--- config.mk ---
export PLATFORM = sky130hd
export DESIGN_NAME = first_fit_block_allocator_flat
export DESIGN_NICKNAME = d
export VERILOG_FILES = /design/src/sv/ffba_pkg.sv /design/src/sv/ffba_if.sv /design/src/sv/ffba_table.sv /design/src/sv/first_fit_block_allocator.sv /design/src/flat_wrapper.sv
export VERILOG_INCLUDE_DIRS = /design/src /design/src/sv
export SDC_FILE = /design/constraint.sdc
export NUM_CORES = 2
export LEC_CHECK = 0
export BUFFER_PORTS_ARGS = -buffer_cell sky130_fd_sc_hd__buf_2
export CORE_MARGIN = 2
export CORE_UTILIZATION = 55
export DETAILED_ROUTE_END_ITERATION = 6
export GPL_ROUTABILITY_DRIVEN = 1
export PLACE_DENSITY_LB_ADDON = 0.1
export SETUP_SLACK_MARGIN = 0.02
export SYNTH_ARGS = -nofsm -noshare
export SYNTH_HDL_FRONTEND = slang
export SYNTH_SLANG_ARGS = --single-unit
--- constraint.sdc ---
create_clock -name clock -period 11.1 [get_ports clock]
set_input_delay 1.11 -clock clock [delete_from_list [all_inputs] [get_ports clock]]
set_output_delay 1.11 -clock clock [all_outputs]
set_load 0.02 [all_outputs]
--- src/sv/assert_macros.svh ---
// assertion helpers shared by the rtl
`ifndef ASSERT_MACROS_SVH
`define ASSERT_MACROS_SVH

`ifndef NO_ASSERTIONS

`define ASSERT_IMPLIES(lbl, clk, rst, ante, cons) \
   lbl: assert property (@(posedge clk) disable iff (rst) (ante) |-> (cons)) \
      else $error("assertion failed");

`define ASSERT_NEXT(lbl, clk, rst, ante, cons) \
   lbl: assert property (@(posedge clk) disable iff (rst) (ante) |=> (cons)) \
      else $error("assertion failed");

`else

`define ASSERT_IMPLIES(lbl, clk, rst, ante, cons)

`define ASSERT_NEXT(lbl, clk, rst, ante, cons)

`endif

`endif

--- src/sv/ffba_pkg.sv ---
package ffba_pkg;

   localparam int MAX_BLOCKS   = 64;
   localparam int HEADER_BYTES = 24;

   localparam int IDX_W      = $clog2(MAX_BLOCKS);
   localparam int CNT_W      = $clog2(MAX_BLOCKS + 1);
   localparam int ADDR_W     = 32;
   localparam int SIZE_W     = 24;
   localparam int OFS_W      = 25;
   localparam int TYPE_W     = 2;
   localparam int ST_W       = 2;
   localparam int CSR_IDX_W  = 1;
   localparam int CSR_DATA_W = 32;

   localparam logic [OFS_W-1:0] LIMIT_RESET = OFS_W'(16777216);

   localparam logic [TYPE_W-1:0] REQ_ALLOC   = 2'd0;
   localparam logic [TYPE_W-1:0] REQ_RELEASE = 2'd1;
   localparam logic [TYPE_W-1:0] REQ_RESIZE  = 2'd2;

   localparam logic [ST_W-1:0] ST_OK   = 2'd0;
   localparam logic [ST_W-1:0] ST_ZERO = 2'd1;
   localparam logic [ST_W-1:0] ST_OOM  = 2'd2;
   localparam logic [ST_W-1:0] ST_BAD  = 2'd3;

   localparam logic [CSR_IDX_W-1:0] CSR_HEAP_BASE  = 1'd0;
   localparam logic [CSR_IDX_W-1:0] CSR_HEAP_LIMIT = 1'd1;

   typedef struct packed {
      logic [OFS_W-1:0]  start;
      logic [SIZE_W-1:0] size;
      logic              free;
   } tbl_entry_type;

   typedef struct packed {
      logic             en_all;
      logic             en_free;
      logic [IDX_W-1:0] idx;
      tbl_entry_type    data;
   } tbl_wr_type;

endpackage

--- src/sv/ffba_if.sv ---
interface ffba_req_if;
   import ffba_pkg::*;

   logic                  valid;
   logic                  ready;
   logic [TYPE_W-1:0]     req_type;
   logic [SIZE_W-1:0]     size_bytes;
   logic [ADDR_W-1:0]     data_address;

   modport source (output valid, output req_type, output size_bytes, output data_address,
                   input ready);
   modport sink (input valid, input req_type, input size_bytes, input data_address,
                 output ready);
endinterface

interface ffba_rsp_if;
   import ffba_pkg::*;

   logic                  valid;
   logic                  ready;
   logic [ADDR_W-1:0]     result_address;
   logic [ST_W-1:0]       status;
   logic                  reused;
   logic [SIZE_W-1:0]     copy_bytes;

   modport source (output valid, output result_address, output status, output reused,
                   output copy_bytes, input ready);
   modport sink (input valid, input result_address, input status, input reused,
                 input copy_bytes, output ready);
endinterface

--- src/sv/ffba_table.sv ---
module ffba_table (
   input  logic                     clock,
   input  ffba_pkg::tbl_wr_type     wr,
   input  logic [ffba_pkg::IDX_W-1:0] rd_idx,
   output ffba_pkg::tbl_entry_type  rd_data
);
   import ffba_pkg::*;

   logic [OFS_W-1:0]  start_mem [MAX_BLOCKS];
   logic [SIZE_W-1:0] size_mem  [MAX_BLOCKS];
   logic              free_mem  [MAX_BLOCKS];
   tbl_entry_type     rd_data_ff;

   always_ff @(posedge clock) begin
      if (wr.en_all) begin
         start_mem[wr.idx] <= wr.data.start;
         size_mem[wr.idx]  <= wr.data.size;
      end
      if (wr.en_all || wr.en_free) begin
         free_mem[wr.idx] <= wr.data.free;
      end
      rd_data_ff.start <= start_mem[rd_idx];
      rd_data_ff.size  <= size_mem[rd_idx];
      rd_data_ff.free  <= free_mem[rd_idx];
   end

   assign rd_data = rd_data_ff;

endmodule

--- src/sv/first_fit_block_allocator.sv ---
// First-fit heap block allocator. The block table sits in a memory with one write port
// and one registered read port, and is scanned one entry per cycle in address order:
// allocate by first fit, or release and resize looking up their address. An allocation
// that finds no fit appends a new block at the heap top; a resize that has to move scans
// twice. req_if.ready is high only between requests; a finished item waits in the output
// register and the next request is taken meanwhile. The table needs no clearing after
// reset: only entries below the block count are ever read.
`include "assert_macros.svh"

module first_fit_block_allocator (
   input  logic                              clock,
   input  logic                              reset,
   ffba_req_if.sink                          req_if,
   ffba_rsp_if.source                        rsp_if,
   input  logic                              csr_we,
   input  logic [ffba_pkg::CSR_IDX_W-1:0]    csr_index,
   input  logic [ffba_pkg::CSR_DATA_W-1:0]   csr_wdata
);
   import ffba_pkg::*;

   localparam logic [2:0] S_IDLE     = 3'd0;
   localparam logic [2:0] S_SCAN     = 3'd1;
   localparam logic [2:0] S_APPEND   = 3'd2;
   localparam logic [2:0] S_FREE_OLD = 3'd3;
   localparam logic [2:0] S_REPLY    = 3'd4;

   localparam logic MODE_FIND  = 1'b0;
   localparam logic MODE_ALLOC = 1'b1;

   localparam logic [ADDR_W-1:0] HDR_ADDR = ADDR_W'(HEADER_BYTES);
   localparam logic [OFS_W:0]    HDR_NEED = (OFS_W + 1)'(HEADER_BYTES);
   localparam logic [CNT_W-1:0]  CNT_FULL = CNT_W'(MAX_BLOCKS);

   logic [2:0]        state_ff, state_in;
   logic              mode_ff, mode_in;
   logic              moving_ff, moving_in;
   logic [CNT_W-1:0]  idx_ff, idx_in;
   logic              rd_vld_ff, rd_vld_in;
   logic [IDX_W-1:0]  rd_idx_ff, rd_idx_in;
   logic [CNT_W-1:0]  cnt_ff, cnt_in;
   logic [OFS_W-1:0]  used_ff, used_in;
   logic [ADDR_W-1:0] base_ff, base_in;
   logic [OFS_W-1:0]  limit_ff, limit_in;
   logic              rsp_valid_ff, rsp_valid_in;

   logic [TYPE_W-1:0] type_ff, type_in;
   logic [SIZE_W-1:0] size_ff, size_in;
   logic [ADDR_W-1:0] addr_ff, addr_in;
   logic [ADDR_W-1:0] target_ff, target_in;
   logic [IDX_W-1:0]  old_idx_ff, old_idx_in;
   logic [SIZE_W-1:0] old_size_ff, old_size_in;
   logic [ADDR_W-1:0] res_addr_ff, res_addr_in;
   logic [ST_W-1:0]   res_status_ff, res_status_in;
   logic              res_reused_ff, res_reused_in;
   logic [SIZE_W-1:0] res_copy_ff, res_copy_in;
   logic [ADDR_W-1:0] out_addr_ff, out_addr_in;
   logic [ST_W-1:0]   out_status_ff, out_status_in;
   logic              out_reused_ff, out_reused_in;
   logic [SIZE_W-1:0] out_copy_ff, out_copy_in;

   tbl_wr_type        tbl_wr;
   tbl_entry_type     rd_data;
   logic              hit;
   logic [OFS_W:0]    need;
   logic              reply_load;
   logic              out_fail;

   ffba_table u_table (
      .clock   (clock),
      .wr      (tbl_wr),
      .rd_idx  (idx_ff[IDX_W-1:0]),
      .rd_data (rd_data)
   );

   // shared compare: address match or first fit, one entry a cycle
   always_comb begin
      if (mode_ff == MODE_FIND) begin
         hit = rd_vld_ff && (ADDR_W'(rd_data.start) == target_ff);
      end else begin
         hit = rd_vld_ff && rd_data.free && (rd_data.size >= size_ff);
      end
   end

   assign need = {1'b0, used_ff} + (OFS_W + 1)'(size_ff) + HDR_NEED;

   always_comb begin
      state_in      = state_ff;
      mode_in       = mode_ff;
      moving_in     = moving_ff;
      idx_in        = idx_ff;
      rd_vld_in     = 1'b0;
      rd_idx_in     = idx_ff[IDX_W-1:0];
      cnt_in        = cnt_ff;
      used_in       = used_ff;
      base_in       = base_ff;
      limit_in      = limit_ff;
      rsp_valid_in  = rsp_valid_ff && !rsp_if.ready;
      type_in       = type_ff;
      size_in       = size_ff;
      addr_in       = addr_ff;
      target_in     = target_ff;
      old_idx_in    = old_idx_ff;
      old_size_in   = old_size_ff;
      res_addr_in   = res_addr_ff;
      res_status_in = res_status_ff;
      res_reused_in = res_reused_ff;
      res_copy_in   = res_copy_ff;
      out_addr_in   = out_addr_ff;
      out_status_in = out_status_ff;
      out_reused_in = out_reused_ff;
      out_copy_in   = out_copy_ff;
      tbl_wr        = '0;

      if (csr_we) begin
         case (csr_index)
            CSR_HEAP_BASE:  base_in  = csr_wdata;
            CSR_HEAP_LIMIT: limit_in = csr_wdata[OFS_W-1:0];
            default: ;
         endcase
      end

      case (state_ff)
         S_IDLE: begin
            if (req_if.valid) begin
               type_in       = req_if.req_type;
               size_in       = req_if.size_bytes;
               addr_in       = req_if.data_address;
               target_in     = req_if.data_address - base_ff - HDR_ADDR;
               res_addr_in   = '0;
               res_status_in = ST_OK;
               res_reused_in = 1'b0;
               res_copy_in   = '0;
               idx_in        = '0;
               moving_in     = 1'b0;
               case (req_if.req_type)
                  REQ_ALLOC, REQ_RESIZE: begin
                     if (req_if.req_type == REQ_RESIZE && req_if.data_address != '0) begin
                        mode_in  = MODE_FIND;
                        state_in = S_SCAN;
                     end else if (req_if.size_bytes == '0) begin
                        res_status_in = ST_ZERO;
                        state_in      = S_REPLY;
                     end else begin
                        mode_in  = MODE_ALLOC;
                        state_in = S_SCAN;
                     end
                  end
                  REQ_RELEASE: begin
                     if (req_if.data_address == '0) begin
                        state_in = S_REPLY;
                     end else begin
                        mode_in  = MODE_FIND;
                        state_in = S_SCAN;
                     end
                  end
                  default: begin
                     res_status_in = ST_BAD;
                     state_in      = S_REPLY;
                  end
               endcase
            end
         end

         S_SCAN: begin
            if (idx_ff < cnt_ff) begin
               rd_vld_in = 1'b1;
               rd_idx_in = idx_ff[IDX_W-1:0];
               idx_in    = idx_ff + 1'b1;
            end
            if (hit) begin
               rd_vld_in = 1'b0;
               if (mode_ff == MODE_FIND) begin
                  if (rd_data.free) begin
                     res_status_in = ST_BAD;
                     state_in      = S_REPLY;
                  end else if (type_ff == REQ_RELEASE) begin
                     tbl_wr.en_free   = 1'b1;
                     tbl_wr.idx       = rd_idx_ff;
                     tbl_wr.data.free = 1'b1;
                     state_in         = S_REPLY;
                  end else if (rd_data.size >= size_ff) begin
                     res_addr_in = addr_ff;
                     state_in    = S_REPLY;
                  end else begin
                     // block too small: look for a new home
                     mode_in     = MODE_ALLOC;
                     moving_in   = 1'b1;
                     old_idx_in  = rd_idx_ff;
                     old_size_in = rd_data.size;
                     idx_in      = '0;
                  end
               end else begin
                  tbl_wr.en_free   = 1'b1;
                  tbl_wr.idx       = rd_idx_ff;
                  tbl_wr.data.free = 1'b0;
                  res_addr_in      = base_ff + ADDR_W'(rd_data.start) + HDR_ADDR;
                  res_reused_in    = 1'b1;
                  state_in         = moving_ff ? S_FREE_OLD : S_REPLY;
               end
            end else if (!rd_vld_ff && idx_ff >= cnt_ff) begin
               if (mode_ff == MODE_FIND) begin
                  res_status_in = ST_BAD;
                  state_in      = S_REPLY;
               end else begin
                  state_in = S_APPEND;
               end
            end
         end

         S_APPEND: begin
            if (cnt_ff == CNT_FULL || need > {1'b0, limit_ff}) begin
               res_status_in = ST_OOM;
               state_in      = S_REPLY;
            end else begin
               tbl_wr.en_all     = 1'b1;
               tbl_wr.idx        = cnt_ff[IDX_W-1:0];
               tbl_wr.data.start = used_ff;
               tbl_wr.data.size  = size_ff;
               tbl_wr.data.free  = 1'b0;
               cnt_in            = cnt_ff + 1'b1;
               used_in           = need[OFS_W-1:0];
               res_addr_in       = base_ff + ADDR_W'(used_ff) + HDR_ADDR;
               state_in          = moving_ff ? S_FREE_OLD : S_REPLY;
            end
         end

         S_FREE_OLD: begin
            tbl_wr.en_free   = 1'b1;
            tbl_wr.idx       = old_idx_ff;
            tbl_wr.data.free = 1'b1;
            res_copy_in      = old_size_ff;
            state_in         = S_REPLY;
         end

         S_REPLY: begin
            if (!rsp_valid_ff || rsp_if.ready) begin
               rsp_valid_in  = 1'b1;
               out_addr_in   = res_addr_ff;
               out_status_in = res_status_ff;
               out_reused_in = res_reused_ff;
               out_copy_in   = res_copy_ff;
               state_in      = S_IDLE;
            end
         end

         default: state_in = S_IDLE;
      endcase
   end

   always_ff @(posedge clock) begin
      if (reset) begin
         state_ff     <= S_IDLE;
         mode_ff      <= MODE_FIND;
         moving_ff    <= 1'b0;
         idx_ff       <= '0;
         rd_vld_ff    <= 1'b0;
         cnt_ff       <= '0;
         used_ff      <= '0;
         base_ff      <= '0;
         limit_ff     <= LIMIT_RESET;
         rsp_valid_ff <= 1'b0;
      end else begin
         state_ff     <= state_in;
         mode_ff      <= mode_in;
         moving_ff    <= moving_in;
         idx_ff       <= idx_in;
         rd_vld_ff    <= rd_vld_in;
         cnt_ff       <= cnt_in;
         used_ff      <= used_in;
         base_ff      <= base_in;
         limit_ff     <= limit_in;
         rsp_valid_ff <= rsp_valid_in;
      end
   end

   always_ff @(posedge clock) begin
      rd_idx_ff     <= rd_idx_in;
      type_ff       <= type_in;
      size_ff       <= size_in;
      addr_ff       <= addr_in;
      target_ff     <= target_in;
      old_idx_ff    <= old_idx_in;
      old_size_ff   <= old_size_in;
      res_addr_ff   <= res_addr_in;
      res_status_ff <= res_status_in;
      res_reused_ff <= res_reused_in;
      res_copy_ff   <= res_copy_in;
      out_addr_ff   <= out_addr_in;
      out_status_ff <= out_status_in;
      out_reused_ff <= out_reused_in;
      out_copy_ff   <= out_copy_in;
   end

   assign req_if.ready          = (state_ff == S_IDLE) && !reset;
   assign rsp_if.valid          = rsp_valid_ff;
   assign rsp_if.result_address = out_addr_ff;
   assign rsp_if.status         = out_status_ff;
   assign rsp_if.reused         = out_reused_ff;
   assign rsp_if.copy_bytes     = out_copy_ff;

   assign reply_load = (state_ff == S_REPLY) && (!rsp_valid_ff || rsp_if.ready);
   assign out_fail   = rsp_valid_ff && (out_status_ff != ST_OK);

   `ASSERT_IMPLIES(a_cnt_bound, clock, reset, 1'b1, cnt_ff <= CNT_FULL)
   `ASSERT_IMPLIES(a_read_live, clock, reset, rd_vld_ff, CNT_W'(rd_idx_ff) < cnt_ff)
   `ASSERT_NEXT(a_cnt_only_append, clock, reset, state_ff != S_APPEND, cnt_ff == $past(cnt_ff))
   `ASSERT_NEXT(a_reply_out, clock, reset, reply_load, rsp_valid_ff && state_ff == S_IDLE)
   `ASSERT_IMPLIES(a_fail_no_addr, clock, reset, out_fail, out_addr_ff == '0 && out_copy_ff == '0)

endmodule

--- src/flat_wrapper.sv ---
// flat-port wrapper written by rule: the top's interface ports become plain ports
module first_fit_block_allocator_flat import ffba_pkg::*;
  (clock, reset, csr_we, csr_index, csr_wdata, req_if_valid, req_if_req_type, req_if_size_bytes, req_if_data_address, req_if_ready, rsp_if_valid, rsp_if_result_address, rsp_if_status, rsp_if_reused, rsp_if_copy_bytes, rsp_if_ready);
  ffba_req_if req_if_i ();
  ffba_rsp_if rsp_if_i ();
  input  logic clock;
  input  logic reset;
  input  logic csr_we;
  input  logic [ffba_pkg::CSR_IDX_W-1:0] csr_index;
  input  logic [ffba_pkg::CSR_DATA_W-1:0] csr_wdata;
  input wire logic [$bits(req_if_i.valid)-1:0] req_if_valid;
  input wire logic [$bits(req_if_i.req_type)-1:0] req_if_req_type;
  input wire logic [$bits(req_if_i.size_bytes)-1:0] req_if_size_bytes;
  input wire logic [$bits(req_if_i.data_address)-1:0] req_if_data_address;
  output wire logic [$bits(req_if_i.ready)-1:0] req_if_ready;
  output wire logic [$bits(rsp_if_i.valid)-1:0] rsp_if_valid;
  output wire logic [$bits(rsp_if_i.result_address)-1:0] rsp_if_result_address;
  output wire logic [$bits(rsp_if_i.status)-1:0] rsp_if_status;
  output wire logic [$bits(rsp_if_i.reused)-1:0] rsp_if_reused;
  output wire logic [$bits(rsp_if_i.copy_bytes)-1:0] rsp_if_copy_bytes;
  input wire logic [$bits(rsp_if_i.ready)-1:0] rsp_if_ready;
  assign req_if_i.valid = req_if_valid;
  assign req_if_i.req_type = req_if_req_type;
  assign req_if_i.size_bytes = req_if_size_bytes;
  assign req_if_i.data_address = req_if_data_address;
  assign req_if_ready = req_if_i.ready;
  assign rsp_if_valid = rsp_if_i.valid;
  assign rsp_if_result_address = rsp_if_i.result_address;
  assign rsp_if_status = rsp_if_i.status;
  assign rsp_if_reused = rsp_if_i.reused;
  assign rsp_if_copy_bytes = rsp_if_i.copy_bytes;
  assign rsp_if_i.ready = rsp_if_ready;
  first_fit_block_allocator u_core (.clock(clock), .reset(reset), .req_if(req_if_i), .rsp_if(rsp_if_i), .csr_we(csr_we), .csr_index(csr_index), .csr_wdata(csr_wdata));
endmodule
==> results by group <==
Status
  – Status: completed

Timing
  – RSZ-0062 raised after global routing: no
  – Worst Max-Slew Pin Slew: 1.31 ns
  – Achievable frequency: 117 MHz
  – Final setup margin: 2.58 ns
  – Tmin final: 8.52 ns
  – Hold Slack: 0.402 ns
  – Final setup violation count: 0
  – Final Cycle Share: 0.767
  – Fin Setup TNS: 0 ns
  – Skew final: 0.0768 ns
  – Final Hold Viols: 0
  – Relative slew slack: 0.115
  – Max Slew Vio Count: 0

Die
  – # IOs: 157
  – Die H: 515 µm
  – Chip Width: 515 µm
  – Core area: 260000 µm²
  – Die area: 265000 µm²
  – Initial core utilization: 0.553
  – Num rows: 187

CTS
  – Post-cts resize count: 0
  – CTS tree: built
  – Clock Latency Late Sink: 0.92 ns
  – CTS H-tree lvls: 5
  – Clock-pin slew on the worst setup and hold paths: 0.06 ns
  – Clock Tree Root: clkbuf_16
  – Hold bufs inserted after CTS: 0
  – Clk buf depth: 4
  – TritonCTS buffer count: 367
  – Setup Buffers After CTS: 0
  – CTS Sinks: 3597

Synthesis
  – Post-synth cell types: 87
  – Syn Std Cell Area: 144000 µm²
  – Cell count after synthesis: 6839
  – EDFF count, synth: 3438
  – Syn_nets: 7207
  – Synth warn: 0
  – Sequential share of the synthesized area: 0.740
  – Ranking of synthesized cells by area: edfxtp_1 72%, mux4_2 16%, ha_1 2.3%, dfxtp_1 2.2%, nor2_1 0.61%
  – Synth top area share: 0.718
  – Yosys top cell by area: edfxtp_1
  – Mean post-synth cell area: 21.0 µm²
  – Post-synth top flop: edfxtp_1
  – Synth Register Bits: 3597
  – Ys async rst share: 0

Job
  – MaxCap Viol Count: 0

Layout
  – Final Cell Area: 162000 µm²
  – Commonest cells after routing, fill and taps aside: 3438 x edfxtp_1, 1050 x mux4_2, 372 x clkbuf_16
  – Final Util: 0.624
  – Commonest non-fill, non-tap cell in the layout: edfxtp_1
  – Share of post-route cells with drive strength above 1: 0.277
  – Nets: 7619
  – Final non-filler cell total: 10977
  – P&R area growth vs syn: 12.7%

Detailed routing
  – Routed wire length: 386000 µm
  – Number of remaining DRC errors: 0
  – Detailed router's first-iteration violation count: 10280
  – Drt via density: 6.65
  – Detail Route Antenna Nets: 0
  – Routed length per instance: 35.2 µm
  – DR vias: 72966
  – TritonRoute pass-1 iters: 5

Power
  – Total internal power: 22.3 mW
  – Combinational power share: 0.023
  – Net switching power: 5.65 mW
  – Power share of the clock group: 0.445
  – Static leakage: 56.1 nW
  – Seq pwr share: 0.532
  – Total chip power: 27.9 mW
  – Peak VDD IR: 0.133 mV
  – Switching Share: 0.202
  – Pwr Density: 172 nW/µm²

Placement
  – Worst slack, placed: 2.74 ns
  – Placed Area: 150000 µm²
  – DP HPWL: 237000 µm
  – PortBufs: 156
  – Global placer's final weighted congestion: 0.905
  – Inst Count DP: 10284

Worst setup path
  – Reg2reg setup slack: 2.58 ns
  – Required time of the critical path: 11.59 ns
  – CP arrival: 9.01 ns
  – FF-to-FF path depth: 21
  – Crit Path Class: reg -> reg
  – Nature of the critical path startpoint: flip-flop
  – CP Max Fanout: 28
  – Nature of the critical path endpoint: flip-flop
  – Worst R2R Start: u_core.size_ff[2]$_DFFE_PP_
  – Worst flop-to-flop path endpoint: u_core.u_table.size_mem[41][1]$_DFFE_PP_

Hold path
  – Hold path cells: 0
  – Hold wc startpoint: u_core.res_addr_ff[3]$_DFFE_PP_
  – HP Class: reg -> reg
  – Hold endpoint: u_core.rsp_if.result_address[3]$_DFFE_PP_

GRT
  – GRT Overall Usage: 0.292
  – Largest net degree at the start of global routing: 108
  – Total congestion overflow: 0
  – Initial antenna violation count: 45
  – Vias in the first global route: 71202
  – First-pass GRT wire length: 543000 µm
## final cells by class
cell class                 count  area [µm²]
inverter                     192         723
tap                         3402        4260
timing repair buffer         357        2550
multi-input combinational   2736       35900
clock buffer                 454        9740
clock inverter               216        2350
sequential                  3597      106000
antenna                       23        57.6
fill                       17727       97700
## synthesized netlist by cell type (16+ instances only)
library cell and number:
xnor2_1 81, a21o_1 45, and2_1 82, nor2b_1 20
inv_1 191, nor2_1 232, ha_1 268, nor3_1 49
nand2_1 201, o22ai_1 16, mux4_2 1050, edfxtp_1 3438
nand3_1 39, o21a_1 27, mux2i_1 35, dfxtp_1 159
xor2_1 29, buf_1 68, a211oi_1 26, nand2b_1 22
o21ai_0 91, clkbuf_1 229, nand4_1 26, nor4_1 19
a21oi_1 170
## worst max-delay path: stages, from the launching register on
cell	delay, ns
edfxtp_1	0.48
ha_1	0.38
ha_1	0.32
a211oi_1	0.09
o21ai_0	0.47
a211oi_1	0.20
o31ai_1	0.54
a31oi_1	0.24
o31ai_1	0.51
a21oi_1	0.22
xnor2_1	0.17
ha_1	0.34
nand2_1	0.07
or4_1	0.51
o22ai_1	0.22
o311a_1	0.20
o31ai_2	0.10
a311oi_4	0.33
buf_4	0.32
nand3_1	0.61
nor2_4	1.06
buf_4	0.65
## worst max path at each step
stage | depth (start not counted) | slack [ns] | to | from
floorplan | 22 | 2.17 | u_core.u_table.size_mem[12][0]$_DFFE_PP_ | u_core.size_ff[1]$_DFFE_PP_
global placement | 25 | 2.71 | u_core.u_table.size_mem[34][3]$_DFFE_PP_ | u_core.size_ff[3]$_DFFE_PP_
global route | 21 | 2.31 | u_core.u_table.size_mem[41][12]$_DFFE_PP_ | u_core.size_ff[2]$_DFFE_PP_
finish | 21 | 2.58 | u_core.u_table.size_mem[41][1]$_DFFE_PP_ | u_core.size_ff[2]$_DFFE_PP_
detailed placement | 23 | 2.74 | u_core.u_table.size_mem[34][3]$_DFFE_PP_ | u_core.size_ff[2]$_DFFE_PP_
CTS | 23 | 2.67 | u_core.u_table.size_mem[34][2]$_DFFE_PP_ | u_core.size_ff[2]$_DFFE_PP_
## sequential cells by signal (all words and copies together) (netlist names), 2 cells and up
name and flops:
u_core.addr_ff 32, u_core.base_ff 32, u_core.cnt_ff 7, u_core.idx_ff 7, u_core.limit_ff 25, u_core.old_idx_ff 6, u_core.old_size_ff 24, u_core.rd_idx_ff 6
u_core.res_addr_ff 32, u_core.res_copy_ff 24, u_core.res_status_ff 2, u_core.rsp_if.copy_bytes 24, u_core.rsp_if.result_address 32, u_core.rsp_if.status 2, u_core.size_ff 24, u_core.state_ff 3
u_core.target_ff 32, u_core.type_ff 2, u_core.u_table.free_mem 64, u_core.u_table.rd_data 50, u_core.u_table.size_mem 1536, u_core.u_table.start_mem 1600, u_core.used_ff 25
## cells by family after synthesis
| kind of cell | after synthesis | share of synthesized area |
|---|---|---|
| and+or+nand+nor | 767 | 0.0258 |
| buffers and inverters | 506 | 0.0136 |
| muxes | 1086 | 0.167 |
| adders and majority gates | 272 | 0.0239 |
| DFF | 3597 | 0.740 |
| AOI/OAI and AO/OA | 501 | 0.0225 |
| xor gates and xnor gates | 110 | 0.00670 |
## power by group through the flow
stage	Combinational, mW	Sequential, mW	Clock [mW]
after floorplan	0.390	15.1	0
after global placement	0.624	15.1	0
after detailed placement	0.627	15.1	0
after CTS	0.632	14.9	12.6
after global routing	0.696	14.8	13.1
final	0.639	14.9	12.4
## layer usage
metal	track usage	vias to the layer above	wire [µm]
met5	0	-	51
met4	0.0829	8	11600
met3	0.0557	569	36900
met2	0.444	3924	180000
met1	0.438	39175	158000
li1	-	29290	-
(Power assumes the default switching activity.)
